$ cat config.mk
export PLATFORM = sky130hd
export DESIGN_NAME = sbbd_divider
export DESIGN_NICKNAME = d
export VERILOG_FILES = /design/src/spectral_bin_beat_detector_unit_assert.svh /design/src/sbbd_pkg.sv /design/src/sbbd_divider.sv
export SDC_FILE = /design/constraint.sdc
export NUM_CORES = 1
export LEC_CHECK = 0
export ABC_AREA = 1
export ABC_CLOCK_PERIOD_IN_PS = 2850
export BUFFER_PORTS_ARGS = -buffer_cell sky130_fd_sc_hd__buf_2
export CAP_MARGIN = 30
export CORE_MARGIN = 4
export CORE_UTILIZATION = 34
export DETAILED_ROUTE_END_ITERATION = 10
export GPL_TIMING_DRIVEN = 0
export PLACE_DENSITY = 0.64
export SLEW_MARGIN = 30
export SYNTH_ARGS = -nofsm -noshare
export SYNTH_HDL_FRONTEND = slang
export SYNTH_SLANG_ARGS = --single-unit
$ cat constraint.sdc
create_clock -name clock -period 2.85 [get_ports clock]
set_input_delay 0.285 -clock clock [delete_from_list [all_inputs] [get_ports clock]]
set_output_delay 0.285 -clock clock [all_outputs]
set_load 0.01 [all_outputs]
$ cat src/spectral_bin_beat_detector_unit_assert.svh
// Assertion macros for the spectral bin beat detector.
`ifndef SPECTRAL_BIN_BEAT_DETECTOR_UNIT_ASSERT_SVH
`define SPECTRAL_BIN_BEAT_DETECTOR_UNIT_ASSERT_SVH
`ifndef SYNTHESIS
// Check a property at every rising clock edge outside reset.
`define SBBD_ASSERT(lbl, clk, rst, prop) \
   lbl: assert property (@(posedge clk) disable iff (rst) prop) \
      else $error("sbbd: assertion failed");
// Check that a condition in one cycle implies another in the next cycle.
`define SBBD_ASSERT_NEXT(lbl, clk, rst, ante, cons) \
   lbl: assert property (@(posedge clk) disable iff (rst) (ante) |=> (cons)) \
      else $error("sbbd: assertion failed");
`else
`define SBBD_ASSERT(lbl, clk, rst, prop)
`define SBBD_ASSERT_NEXT(lbl, clk, rst, ante, cons)
`endif
`endif

$ cat src/sbbd_pkg.sv
// Package: widths, reset values, register codes and shared types of the beat detector.
`timescale 1ns / 1ps
package sbbd_pkg;

   localparam int BINS_DEFAULT = 256;

   localparam int SAMPLE_W    = 16;
   localparam int SUM_W       = SAMPLE_W + 1;
   localparam int ENERGY_W    = 2 * SUM_W - 1;      // magnitude squared, at most 2^32
   localparam int FRAC_W      = 8;                  // fraction bits of the average
   localparam int AVG_W       = 48;                 // stored average width
   localparam int QUOT_W      = ENERGY_W + FRAC_W;  // average never exceeds 2^40
   localparam int WINDOW_W    = 11;
   localparam int RATIO_W     = 8;
   localparam int NUM_W       = QUOT_W + WINDOW_W;  // dividend width
   localparam int BEAT_W      = QUOT_W + RATIO_W;   // ratio times average
   localparam int MUL_B_W     = SUM_W;
   localparam int MUL_W       = AVG_W + MUL_B_W;
   localparam int BIN_INDEX_W = 8;
   localparam int CSR_INDEX_W = 8;
   localparam int CSR_DATA_W  = WINDOW_W;

   localparam logic [WINDOW_W-1:0] WINDOW_RESET = WINDOW_W'(8);
   localparam logic [RATIO_W-1:0]  RATIO_RESET  = RATIO_W'(9);

   typedef enum logic [CSR_INDEX_W-1:0] {
      CSR_AVERAGE_WINDOW = 8'd0,
      CSR_BEAT_RATIO     = 8'd1
   } csr_index_type;

   typedef struct packed {
      logic busy;
      logic done;
   } sbbd_div_status_type;

endpackage

$ cat src/sbbd_divider.sv
// Restoring divider: one quotient bit per cycle, quotient known to fit QUOT_W bits.
`timescale 1ns / 1ps
module sbbd_divider import sbbd_pkg::*; (
   input  logic                clock,
   input  logic                reset,
   input  logic                start,
   input  logic [NUM_W-1:0]    numerator,
   input  logic [WINDOW_W-1:0] divisor,
   output logic [QUOT_W-1:0]   quotient,
   output sbbd_div_status_type status
);

   localparam int STEP_W = $clog2(QUOT_W);

   logic                busy_ff, busy_in;
   logic                done_ff, done_in;
   logic [STEP_W-1:0]   step_ff, step_in;
   logic [WINDOW_W-1:0] rem_ff, rem_in;
   logic [QUOT_W-1:0]   quo_ff, quo_in;
   logic [WINDOW_W:0]   trial;
   logic [WINDOW_W+1:0] diff;
   logic                fits;

   // Bring down the next dividend bit and try the subtract.
   assign trial = {rem_ff, quo_ff[QUOT_W-1]};
   assign diff  = {1'b0, trial} - {2'b00, divisor};
   assign fits  = ~diff[WINDOW_W+1];

   always_comb begin
      busy_in = busy_ff;
      done_in = 1'b0;
      step_in = step_ff;
      rem_in  = rem_ff;
      quo_in  = quo_ff;
      if (start) begin
         busy_in = 1'b1;
         step_in = STEP_W'(QUOT_W - 1);
         rem_in  = numerator[NUM_W-1:QUOT_W];
         quo_in  = numerator[QUOT_W-1:0];
      end else if (busy_ff) begin
         rem_in = fits ? diff[WINDOW_W-1:0] : trial[WINDOW_W-1:0];
         quo_in = {quo_ff[QUOT_W-2:0], fits};
         step_in = step_ff - STEP_W'(1);
         if (step_ff == '0) begin
            busy_in = 1'b0;
            done_in = 1'b1;
         end
      end
   end

   always_ff @(posedge clock) begin
      if (reset) begin
         busy_ff <= 1'b0;
         done_ff <= 1'b0;
         step_ff <= '0;
      end else begin
         busy_ff <= busy_in;
         done_ff <= done_in;
         step_ff <= step_in;
      end
      rem_ff <= rem_in;
      quo_ff <= quo_in;
   end

   assign quotient    = quo_ff;
   assign status.busy = busy_ff;
   assign status.done = done_ff;

endmodule
==> flow_summary_export.csv, run 1 <==
group,metric,value,unit
synth,synth.top_cell.area_share,45.1,%
sta,report.final.hold_viol_count,0,
routing,remaining_drc_errors,0,
clock_tree,clock_root_buffer,"sky130_fd_sc_hd__clkbuf_8",
clock_tree,cts_made_buffers,9,
synth,yosys-top-cells-area,"sky130_fd_sc_hd__edfxtp_1 (45%), sky130_fd_sc_hd__nand2_1 (23%), sky130_fd_sc_hd__inv_1 (5.5%)",
place,io_buffers,108,
synth,ys_types,29,
outcome,run_status,"completed",
routing,routed_wire_length_per_instance,12.5,µm
floorplan,die_area,0.0119,mm²
worst_setup_path,worstPathMaxFanout,10,
synth,synthesis.nets,516,
pwr,p_clk_share,29.2,%
sta,fin_crit_sh,82.3,%
sta,fin_skew,6.56,ps
pwr,share_comb_of_total_power,28.5,%
synth,synth.ff_latch_count,60,
worst_setup_path,reg2regPathDepth,12,
clock_tree,post_cts_resize_count,0,
worst_setup_path,worst-path-stages,12,
routing,vias,3081,
global_routing,grt_antenna_before_repair,1,
global_routing,global_route.peak_usage_layer,"met2",
sta,max_clock_freq,0.426,GHz
global_routing,grtUsageMet1,18.6,%
sta,finalWorstPathRequiredPeriod,2350,ps
pwr,finalPower,0.00273,W
worst_setup_path,worst_setup_path_startpoint,"quotient[40]$_DFFE_PP_",
routing,routed_wl,8690,µm
cells_and_area,layout-drive-gt1-share,26.9,%
clock_tree,clock_tree.buffer_depth,2,
clock_tree,htreeDepth,3,
pwr,switching_power,0.000853,W
pwr,switching_share,31.2,%
floorplan,fp.dieH,109,µm
global_routing,overflow,0,
worst_setup_path,cpPeakStageDelay,410,ps
cells_and_area,area_delta_synth_final,27.2,%
global_routing,gr-usage-met2,25.4,%
routing,drt-vias-per-instance,4.44,
floorplan,core_area,0.00986,mm²
worst_setup_path,regToRegSetupSlack,500,ps
routing,ant_nets,0,
pwr,part_of_the_total_power_dissipated_in_sequential_elements,42.3,%
synth,netlist_instances,436,
place,place.detailed.hpwl,6700,µm
cells_and_area,final_cells,694,
worst_setup_path,crit_arrival,2430,ps
clock_tree,cts.repair_timing.setup_buffer_count,0,
worst_setup_path,worst-setup-path-type,"reg2reg",
cells_and_area,fin_nets,636,
sta,setup_violations,0,
worst_setup_path,critical_path.top_delay_family,"simple AND/OR/NAND/NOR gates",
min_path,min-delay-path-class,"in2reg",
worst_setup_path,setup_crit_end_kind,"flip-flop",
worst_setup_path,critical_path_cell_by_cell,"inv_1 > ha_1 > fa_1 > inv_1 > nand3_1 > nand3_1 > nand2_2 > nand3_4 > buf_12 > nand3_2 > nand2_1 > nand2_1",
cells_and_area,antenna_cells,0,
routing,detailedRoute.firstPassIterationCount,4,
cells_and_area,final.fill_count,1003,
worst_setup_path,critical_path.reg2reg.endpoint,"rem_ff[9]$_DFFE_PP_",
global_routing,grt.total_usage,15.3,%
run,drv.max_cap_violation_count,0,
clock_tree,cts_tree,"yes",
synth,synth_seq_area_share,49.7,%
synth,yosys_warnings,0,
floorplan,chipWidth,109,µm
sta,layout_setup_ws,504,ps
sta,final_max_slew_viol_count,0,
worst_setup_path,reg2reg_from,"quotient[40]$_DFFE_PP_",
place,post-place-cells,678,
routing,violation_count_after_the_first_detailed_route_iteration,160,
sta,worst_slew_margin_rel,59.8,%
clock_tree,clock_network_latency_to_the_later_pin_of_the_worst_skew_pair,330,ps
worst_setup_path,timing.critical_path.from_type,"flip-flop",
global_routing,pin_count_of_the_biggest_net_entering_global_routing,51,
cells_and_area,final_util,44.7,%
pwr,power_per_cell_area,620,mW/mm²
clock_tree,cts_hold_buffers,0,
worst_setup_path,critical-path-slowest-cell,"sky130_fd_sc_hd__edfxtp_1",
synth,synth.largest_area_cell,"sky130_fd_sc_hd__edfxtp_1",
pwr,p_leak,2.32,nW
global_routing,grt_pass1_wl,14000,µm
place,dpl_worst_slack,482,ps
pwr,cellInternalPower,0.00188,W
clock_tree,worst_setup_hold_path_clk_slew,70,ps
synth,synthesis.area_per_instance,7.95,µm²
floorplan,rows,36,
place,gp_congestion,0.810,
floorplan,io_pins,109,
worst_setup_path,crit_required,2940,ps
floorplan,initial_core_util,35.1,%
global_routing,grt.met3_usage,4.32,%
pwr,power.ir.vdd_worst,286,µV
synth,post_synth_instance_area,0.00347,mm²
worst_setup_path,cp_num_buf_inv,3,
sta,worst_slew_pin_slew,603,ps
global_routing,grt_pass1_vias,2990,
clock_tree,clock-sinks,60,
worst_setup_path,worst_setup_path_endpoint,"rem_ff[9]$_DFFE_PP_",
sta,rsz0062_at_grt,"false",
stage by stage:
step / cell area [µm²] / hold WS, ps / setup TNS, ps
final: 4410 / 149 / 0
after floorplan: 3470 / 354 / 0
after CTS: 4410 / 126 / 0
after global routing: 4410 / 139 / 0
after global placement: 4170 / 455 / -27950
after detailed placement: 4200 / 471 / 0
synth_stat cells:
cell	instances
sky130_fd_sc_hd__nand2_1	209
sky130_fd_sc_hd__buf_4	2
sky130_fd_sc_hd__nand3_4	1
sky130_fd_sc_hd__a211oi_1	1
sky130_fd_sc_hd__nand4_1	6
sky130_fd_sc_hd__edfxtp_1	52
sky130_fd_sc_hd__nand2_2	4
sky130_fd_sc_hd__buf_2	1
sky130_fd_sc_hd__clkbuf_1	10
sky130_fd_sc_hd__nor3_1	3
sky130_fd_sc_hd__xor2_1	1
sky130_fd_sc_hd__a21oi_4	1
sky130_fd_sc_hd__o21ai_2	3
sky130_fd_sc_hd__inv_2	4
sky130_fd_sc_hd__nor2_1	24
sky130_fd_sc_hd__nand3_1	16
sky130_fd_sc_hd__a31oi_1	2
sky130_fd_sc_hd__nand3_2	6
sky130_fd_sc_hd__ha_1	13
sky130_fd_sc_hd__xnor2_1	2
sky130_fd_sc_hd__or2_1	1
sky130_fd_sc_hd__a21oi_1	3
sky130_fd_sc_hd__dfxtp_1	8
sky130_fd_sc_hd__nor2_2	5
sky130_fd_sc_hd__buf_12	1
sky130_fd_sc_hd__o21ai_0	4
sky130_fd_sc_hd__inv_1	51
sky130_fd_sc_hd__nor4_1	1
sky130_fd_sc_hd__fa_1	1
power by group through the flow:
stage | Sequential (W) | Combinational, W | Clock, W
finish | 0.00116 | 0.000779 | 0.000799
global route | 0.00117 | 0.000894 | 0.000863
CTS | 0.00116 | 0.000786 | 0.000823
detailed placement | 0.00117 | 0.000782 | 0
global placement | 0.00118 | 0.000763 | 0
floorplan | 0.00119 | 0.000518 | 0
kinds of logic after synthesis:
kind of cell | Yosys count | synth area share [%]
adders and majority gates | 14 | 5.27
AOI/OAI and AO/OA | 14 | 2.82
xor gates and xnor gates | 3 | 0.758
buffers and inverters | 69 | 8.19
DFF | 60 | 49.7
and+or+nand+nor | 276 | 33.3
area by class of cell:
cell class / instances / area [µm²] / share of cell area, %
clock buffers: 9 / 124 / 2.81
multi-input cells: 307 / 1460 / 33.1
flip-flops and latches: 60 / 1720 / 39.1
well taps: 133 / 166 / 3.78
inverters: 55 / 209 / 4.74
repair buffers: 109 / 568 / 12.9
plain buffers: 14 / 77.6 / 1.76
clock inverters: 7 / 81.3 / 1.85
sequential cells by signal, indices dropped and copies added (netlist names):
name      flops
done_ff       1
step_ff       6
rem_ff       11
quotient     41
busy_ff       1
routing by layer:
| layer | wire length (µm) | vias to the layer above |
|---|---|---|
| li1 | - | 1611 |
| met3 | 724 | 14 |
| met5 | 13 | - |
| met1 | 3780 | 1354 |
| met2 | 4030 | 100 |
| met4 | 153 | 2 |
worst min path at each step:
stage | slack [ps] | cells after the start | endpoint | start
2_1_floorplan | 350 | 1 | busy_ff$_SDFF_PP0_ | reset
3_3_place_gp | 460 | 2 | step_ff[3]$_SDFFE_PP0P_ | step_ff[3]$_SDFFE_PP0P_
3_5_place_dp | 470 | 2 | step_ff[3]$_SDFFE_PP0P_ | step_ff[3]$_SDFFE_PP0P_
4_1_cts | 130 | 2 | busy_ff$_SDFF_PP0_ | reset
5_1_grt | 140 | 2 | busy_ff$_SDFF_PP0_ | reset
6_report | 150 | 2 | busy_ff$_SDFF_PP0_ | reset
layout by cell type (no fill, tap or decap), drive strengths merged, types with 2 or more instances in the layout:
cell,synthesis,final
clkinv,0,5
inv,55,55
nand4,6,6
a31oi,2,2
ha,13,13
buf,4,113
clkbuf,10,19
dfxtp,8,8
nand2,213,213
o21ai,7,7
edfxtp,52,52
nor3,3,3
nor2,29,29
bufinv,0,2
nand3,23,23
xnor2,2,2
a21oi,4,4
Note: power is estimated with default switching activity, not from simulation.
==> run 2, diff against run 1 <==
--- a/config.mk
+++ b/config.mk
@@ -6,14 +6,14 @@
 export NUM_CORES = 1
 export LEC_CHECK = 0
 export ABC_AREA = 1
-export ABC_CLOCK_PERIOD_IN_PS = 2850
+export ABC_CLOCK_PERIOD_IN_PS = 2000
 export BUFFER_PORTS_ARGS = -buffer_cell sky130_fd_sc_hd__buf_2
 export CAP_MARGIN = 30
 export CORE_MARGIN = 4
 export CORE_UTILIZATION = 34
 export DETAILED_ROUTE_END_ITERATION = 10
 export GPL_TIMING_DRIVEN = 0
-export PLACE_DENSITY = 0.64
+export PLACE_DENSITY = 0.66
 export SLEW_MARGIN = 30
 export SYNTH_ARGS = -nofsm -noshare
 export SYNTH_HDL_FRONTEND = slang
==> constraint.sdc (replaced) <==
create_clock -name clock -period 2 [get_ports clock]
set_input_delay 0.2 -clock clock [delete_from_list [all_inputs] [get_ports clock]]
set_output_delay 0.2 -clock clock [all_outputs]
set_load 0.01 [all_outputs]
==> flow_summary_export.csv, run 2 (synthesis results as in run 1) <==
group,metric,value,unit
place,post-place-cells,678,
clock_tree,cts_tree,"yes",
worst_setup_path,critical-path-slowest-cell,"sky130_fd_sc_hd__edfxtp_1",
routing,vias,3196,
global_routing,grt_antenna_before_repair,0,
routing,detailedRoute.firstPassIterationCount,4,
floorplan,rows,36,
pwr,cellInternalPower,0.00265,W
worst_setup_path,worst-setup-path-type,"reg2reg",
floorplan,io_pins,109,
worst_setup_path,critical_path_cell_by_cell,"inv_2 > ha_4 > fa_2 > inv_2 > nand3_2 > nand3_4 > nand2_4 > nand3_4 > buf_12 > nand3_4 > nand3_2 > nand2_2",
sta,report.final.hold_viol_count,0,
clock_tree,clock_network_latency_to_the_later_pin_of_the_worst_skew_pair,340,ps
clock_tree,clock_root_buffer,"sky130_fd_sc_hd__clkbuf_8",
cells_and_area,final_cells,704,
global_routing,grt.total_usage,16.3,%
floorplan,initial_core_util,35.1,%
outcome,failing_checks,"negative setup slack",
pwr,switching_power,0.00130,W
global_routing,pin_count_of_the_biggest_net_entering_global_routing,28,
cells_and_area,register_area,0.00172,mm²
sta,worst_slew_margin_rel,59.6,%
worst_setup_path,crit_required,2090,ps
min_path,min-delay-path-class,"in2reg",
cells_and_area,antenna_cells,0,
worst_setup_path,crit_arrival,2140,ps
sta,fin_crit_sh,103,%
cells_and_area,stdcell_area,0.00461,mm²
sta,worst_slew_pin_slew,605,ps
run,drv.max_cap_violation_count,0,
floorplan,core_area,0.00986,mm²
cells_and_area,layout-drive-gt1-share,31.9,%
place,place.detailed.hpwl,6890,µm
clock_tree,worst_setup_hold_path_clk_slew,60,ps
clock_tree,clock-sinks,60,
routing,routed_wire_length_per_instance,13.0,µm
routing,violation_count_after_the_first_detailed_route_iteration,138,
sta,layout_setup_ws,-53.4,ps
routing,route.met3.wl,684,µm
clock_tree,clock_tree.buffer_depth,2,
sta,setup_violations,11,
sta,fin_skew,9.62,ps
clock_tree,cts_made_buffers,9,
pwr,switching_share,32.9,%
routing,drt-vias-per-instance,4.54,
cells_and_area,multi_input_comb_area,0.00159,mm²
pwr,share_comb_of_total_power,33.8,%
clock_tree,htreeDepth,3,
floorplan,chipWidth,109,µm
place,place_area,0.00420,mm²
global_routing,overflow,0,
global_routing,grt_pass1_vias,3224,
pwr,power.ir.vdd_worst,361,µV
global_routing,grt_pass1_wl,15000,µm
place,io_buffers,108,
cells_and_area,layout.cells.most_common,"sky130_fd_sc_hd__nand2_1",
worst_setup_path,cpPeakStageDelay,400,ps
worst_setup_path,most_used_cell_along_the_critical_path,"sky130_fd_sc_hd__nand3_4",
sta,max_clock_freq,0.487,GHz
worst_setup_path,setup_crit_end_kind,"flip-flop",
pwr,p_leak,2.38,nW
sta,finalWorstPathRequiredPeriod,2050,ps
routing,met2RoutedLength,4380,µm
cells_and_area,area_delta_synth_final,33.0,%
routing,top_layer,"met4",
routing,remaining_drc_errors,0,
cells_and_area,final.fill_count,983,
pwr,p_clk_share,24.5,%
pwr,part_of_the_total_power_dissipated_in_sequential_elements,41.7,%
worst_setup_path,timing.critical_path.from_type,"flip-flop",
routing,met1_length,3940,µm
pwr,power_per_cell_area,857,mW/mm²
routing,ant_nets,0,
place,gp_congestion,0.830,
floorplan,die_area,0.0119,mm²
worst_setup_path,worstPathMaxFanout,5,
outcome,run_status,"complete, but fails checks",
cells_and_area,max_ffs_per_register,41,
sta,final_max_slew_viol_count,0,
routing,routed_wl,9130,µm
sta,rsz0062_at_grt,"true",
clock_tree,cts_hold_buffers,0,
cells_and_area,fin_nets,646,
cells_and_area,layout.cells.most_common_list,"sky130_fd_sc_hd__nand2_1 (202), sky130_fd_sc_hd__buf_2 (109), sky130_fd_sc_hd__edfxtp_1 (52)",
floorplan,fp.dieH,109,µm
==> run 2: critical path: cells and delay by family (launching register included) <==
family,cells,cell delay (ps)
adder cells (fa/ha/maj),2,560
AND/OR/NAND/NOR,7,560
buffers and inverters,3,280
flip-flops,1,400
==> run 2: layer usage <==
layer,vias up,track usage [%]
met5,-,0
met3,11,5.21
met2,107,26.4
met4,0,5.59
met1,1444,20.4
li1,1634,-
==> run 2: through the flow <==
stage | hold WS, ps | setup TNS [ps] | total power, W | util (%) | setup slack, ps
6_report | 63.2 | -393 | 0.00395 | 46.7 | -53.4
5_1_grt | 49.9 | -1600 | 0.00424 | 46.7 | -164
4_1_cts | 35.2 | -57.5 | 0.00390 | 45.7 | -33.4
3_5_place_dp | 405 | -23980 | 0.00279 | 42.6 | -526
3_3_place_gp | 398 | -42700 | 0.00276 | 42.4 | -794
2_1_floorplan | 269 | 0 | 0.00244 | - | 3.08
==> run 2: power groups by stage <==
stage | sequential, W | clock, W | combinational (W)
2_1_floorplan | 0.00170 | 0 | 0.000743
3_3_place_gp | 0.00167 | 0 | 0.00109
3_5_place_dp | 0.00167 | 0 | 0.00113
4_1_cts | 0.00165 | 0.00101 | 0.00125
5_1_grt | 0.00167 | 0.00107 | 0.00150
6_report | 0.00165 | 0.000968 | 0.00133
==> run 2: layout make-up <==
| type | count | share of cell area [%] |
|---|---|---|
| sequential | 60 | 37.4 |
| multi-input combinational | 307 | 34.6 |
| timing repair buffer | 120 | 14.6 |
| inverter | 55 | 4.56 |
| tap | 133 | 3.61 |
| clock buffer | 14 | 3.53 |
| buffer | 13 | 1.60 |
| clock inverter | 2 | 0.217 |
==> run 2: worst paths after layout <==
kind,startpoint,cells past startpoint,to,slack [ps]
worst max register to register,quotient[40]$_DFFE_PP_,12,rem_ff[5]$_DFFE_PP_,-50
worst min register to register,step_ff[3]$_SDFFE_PP0P_,2,step_ff[3]$_SDFFE_PP0P_,480
worst max-delay path,quotient[40]$_DFFE_PP_,12,rem_ff[5]$_DFFE_PP_,-50
worst min-delay path,reset,2,step_ff[3]$_SDFFE_PP0P_,60
==> run 2: repair_timing <==
| action | 4_1_cts | 5_1_grt |
|---|---|---|
| setup endpoints to repair | 38 | 12 |
| pin swaps | 1 | 10 |
| gates resized for setup | 9 | 18 |
| setup buffers | 8 | 2 |
| gates cloned | 1 | 0 |
| hold endpoints to repair | 0 | 0 |
==> run 3, diff against run 2 <==
--- a/config.mk
+++ b/config.mk
@@ -5,15 +5,13 @@
 export SDC_FILE = /design/constraint.sdc
 export NUM_CORES = 1
 export LEC_CHECK = 0
-export ABC_AREA = 1
-export ABC_CLOCK_PERIOD_IN_PS = 2000
 export BUFFER_PORTS_ARGS = -buffer_cell sky130_fd_sc_hd__buf_2
 export CAP_MARGIN = 30
 export CORE_MARGIN = 4
 export CORE_UTILIZATION = 34
 export DETAILED_ROUTE_END_ITERATION = 10
 export GPL_TIMING_DRIVEN = 0
-export PLACE_DENSITY = 0.66
+export PLACE_DENSITY = 0.67
 export SLEW_MARGIN = 30
 export SYNTH_ARGS = -nofsm -noshare
 export SYNTH_HDL_FRONTEND = slang
==> flow_summary_export.csv, run 3 <==
group,metric,value,unit
floorplan,die_area,0.0112,mm²
synth,synth.top_cell.area_share,47.8,%
worst_setup_path,cpPeakStageDelay,370,ps
global_routing,grt_pass1_vias,2652,
clock_tree,cts_tree,"yes",
cells_and_area,stdcell_area,0.00437,mm²
sta,worst_slew_margin_rel,51.6,%
outcome,failing_checks,"negative setup slack",
synth,synthesis.nets,341,
synth,synth_enable_flop_cells,52,
worst_setup_path,crit_arrival,2520,ps
sta,fin_skew,4.91,ps
worst_setup_path,reg2regPathDepth,9,
floorplan,core_area,0.00928,mm²
worst_setup_path,critical_path.reg2reg.endpoint,"rem_ff[3]$_DFFE_PP_",
clock_tree,worst_setup_hold_path_clk_slew,70,ps
routing,ant_nets,0,
synth,async_flop_share,0,%
sta,max_clock_freq,0.410,GHz
synth,synth.cells.most_frequent,"sky130_fd_sc_hd__edfxtp_1 (52), sky130_fd_sc_hd__mux2_2 (40), sky130_fd_sc_hd__inv_1 (16), sky130_fd_sc_hd__ha_1 (13), sky130_fd_sc_hd__nor2b_1 (11)",
clock_tree,clock-sinks,60,
floorplan,rows,35,
pwr,power.ir.vdd_worst,438,µV
synth,netlist_instances,261,
cells_and_area,max_ffs_per_register,41,
synth,synth.largest_area_cell,"sky130_fd_sc_hd__edfxtp_1",
place,place_area,0.00398,mm²
clock_tree,cts_made_buffers,9,
cells_and_area,layout.cells.most_common,"sky130_fd_sc_hd__buf_2",
routing,routed_wl,8580,µm
worst_setup_path,reg2reg_from,"quotient[40]$_DFFE_PP_",
worst_setup_path,critical-path-slowest-cell,"sky130_fd_sc_hd__edfxtp_1",
global_routing,pin_count_of_the_biggest_net_entering_global_routing,27,
outcome,run_status,"complete, but fails checks",
synth,post_synth_instance_area,0.00327,mm²
worst_setup_path,setup_crit_end_kind,"flip-flop",
cells_and_area,layout-drive-gt1-share,50.3,%
synth,synth.ff_latch_count,60,
min_path,hold_path.startpoint,"numerator[1]",
sta,setup_violations,12,
routing,routed_wire_length_per_instance,16.4,µm
synth,ys_dominant_reg_cell,"sky130_fd_sc_hd__edfxtp_1",
sta,worst_slew_pin_slew,726,ps
floorplan,initial_core_util,35.2,%
sta,finalWorstPathRequiredPeriod,2440,ps
sta,final_max_slew_viol_count,0,
routing,detailedRoute.firstPassIterationCount,4,
place,io_buffers,107,
synth,synthesis.area_per_instance,12.5,µm²
run,drv.max_cap_violation_count,0,
place,gp_congestion,0.803,
worst_setup_path,worst-setup-path-type,"reg2reg",
pwr,p_leak,1.80,nW
sta,report.final.hold_viol_count,0,
global_routing,grt_antenna_before_repair,0,
worst_setup_path,regToRegSetupSlack,-440,ps
sta,layout_setup_ws,-438,ps
sta,holdWs,167,ps
clock_tree,htreeDepth,3,
min_path,cell_depth_of_the_worst_hold_path,2,
pwr,power_per_cell_area,912,mW/mm²
cells_and_area,fin_nets,471,
floorplan,io_pins,109,
sta,fin_crit_sh,122,%
clock_tree,clock_network_latency_to_the_later_pin_of_the_worst_skew_pair,330,ps
cells_and_area,layout.cells.most_common_list,"sky130_fd_sc_hd__buf_2 (110), sky130_fd_sc_hd__edfxtp_1 (52), sky130_fd_sc_hd__mux2_2 (40)",
place,place.detailed.hpwl,6000,µm
min_path,min-delay-path-class,"in2reg",
synth,ys_types,51,
worst_setup_path,timing.critical_path.from_type,"flip-flop",
cells_and_area,antenna_cells,0,
routing,remaining_drc_errors,0,
routing,drt-vias-per-instance,4.94,
global_routing,overflow,0,
global_routing,grt_pass1_wl,13000,µm
routing,vias,2583,
cells_and_area,final.fill_count,887,
worst_setup_path,worstPathMaxFanout,9,
sta,rsz0062_at_grt,"true",
min_path,hold_path_end,"quotient[1]$_DFFE_PP_",
worst_setup_path,crit_required,2080,ps
synth,yosys_warnings,0,
synth,yosys-top-cells-area,"sky130_fd_sc_hd__edfxtp_1 (48%), sky130_fd_sc_hd__mux2_2 (14%), sky130_fd_sc_hd__ha_1 (5.0%)",
clock_tree,cts_hold_buffers,0,
global_routing,grt.total_usage,14.7,%
clock_tree,clock_tree.buffer_depth,2,
worst_setup_path,critical_path_cell_by_cell,"inv_2 > ha_4 > fa_2 > and2b_2 > o31ai_4 > a211o_1 > and3_4 > buf_8 > a221o_1",
synth,synth_most_common_cell,"sky130_fd_sc_hd__edfxtp_1",
routing,violation_count_after_the_first_detailed_route_iteration,133,
floorplan,fp.dieH,106,µm
synth,synth_seq_area_share,52.7,%
cells_and_area,area_delta_synth_final,33.8,%
floorplan,chipWidth,106,µm
clock_tree,clock_root_buffer,"sky130_fd_sc_hd__clkbuf_8",
pwr,finalPower,0.00399,W
run 3: cell types whose count changed after synthesis, sizes merged, moves of 4 or more:
cell,change
nand2,-203
mux2,+40
inv,-39
nand3,-21
nor2,-19
nor2b,+11
o31ai,+7
and2,+6
xnor2,+6
a21oi,+5
a41oi,+5
buf,+4
o311ai,+4
run 3: per-layer routing:
metal  vias to the layer above  track usage [%]  wire [µm]
li1                       1249                -          -
met1                      1238             17.6       3660
met2                        83             25.5       4290
met3                        13             4.01        476
met4                         0             4.90        157
met5                         -                0          0
run 3: repair_timing:
item | in CTS | in global routing
gates cloned | 1 | 1
hold endpoints to repair | 0 | 0
gates resized for setup | 12 | 14
pin swaps | 4 | 1
endpoints found under the setup margin | 64 | 12
buffers inserted | 7 | 3
run 3: kinds of logic after synthesis:
| family | count (synthesis) | synth area share (%) |
|---|---|---|
| AOI/OAI and AO/OA | 46 | 11.1 |
| xor gates and xnor gates | 11 | 2.95 |
| adders and majority gates | 14 | 5.59 |
| DFF | 60 | 52.7 |
| and+or+nand+nor | 57 | 9.53 |
| buffers and inverters | 33 | 4.40 |
| muxes | 40 | 13.8 |
run 3: worst max path at each step:
stage                      startpoint                endpoint  slack, ps  cells past startpoint
2_1_floorplan  quotient[40]$_DFFE_PP_     rem_ff[3]$_DFFE_PP_       -380                      9
3_3_place_gp                    start  quotient[16]$_DFFE_PP_       -800                      4
3_5_place_dp   quotient[40]$_DFFE_PP_     rem_ff[3]$_DFFE_PP_       -520                      9
4_1_cts        quotient[40]$_DFFE_PP_     rem_ff[3]$_DFFE_PP_       -420                      9
5_1_grt        quotient[40]$_DFFE_PP_     rem_ff[3]$_DFFE_PP_       -490                      9
6_report       quotient[40]$_DFFE_PP_     rem_ff[3]$_DFFE_PP_       -440                      9
run 3: per-stage QoR:
stage                     worst slack [ps]  util (%)  setup TNS (ps)  std cells
after floorplan                       -384         -           -2740        261
final                                 -438      47.1           -4300        523
after CTS                             -424      45.9           -3970        519
after detailed placement              -516      42.9          -27730        497
after global placement                -796      42.9          -45480        497
after global routing                  -489      47.1           -5160        523
run 3: worst max-delay path: cells and delay by family (launching register included):
family,cells,cell delay [ps]
AND/OR/NAND/NOR,2,440
flip-flops,1,370
adder cells (fa/ha/maj),2,500
buffers and inverters,2,200
AO/OA/AOI/OAI,3,680
run 3: area by class of cell:
| class | instances | area, µm² | share of cell area [%] |
|---|---|---|---|
| buffer | 16 | 92.6 | 2.12 |
| tap | 129 | 161 | 3.69 |
| inverter | 17 | 63.8 | 1.46 |
| multi-input combinational | 169 | 1550 | 35.4 |
| clock buffer | 10 | 128 | 2.92 |
| sequential | 60 | 1720 | 39.4 |
| clock inverter | 4 | 42.5 | 0.973 |
| timing repair buffer | 118 | 616 | 14.1 |
run 3: power by group:
part | switching, W | total (W) | internal, W
clock network | 0.000450 | 0.00100 | 0.000551
logic | 0.000706 | 0.00133 | 0.000622
registers | 0.0000864 | 0.00166 | 0.00158
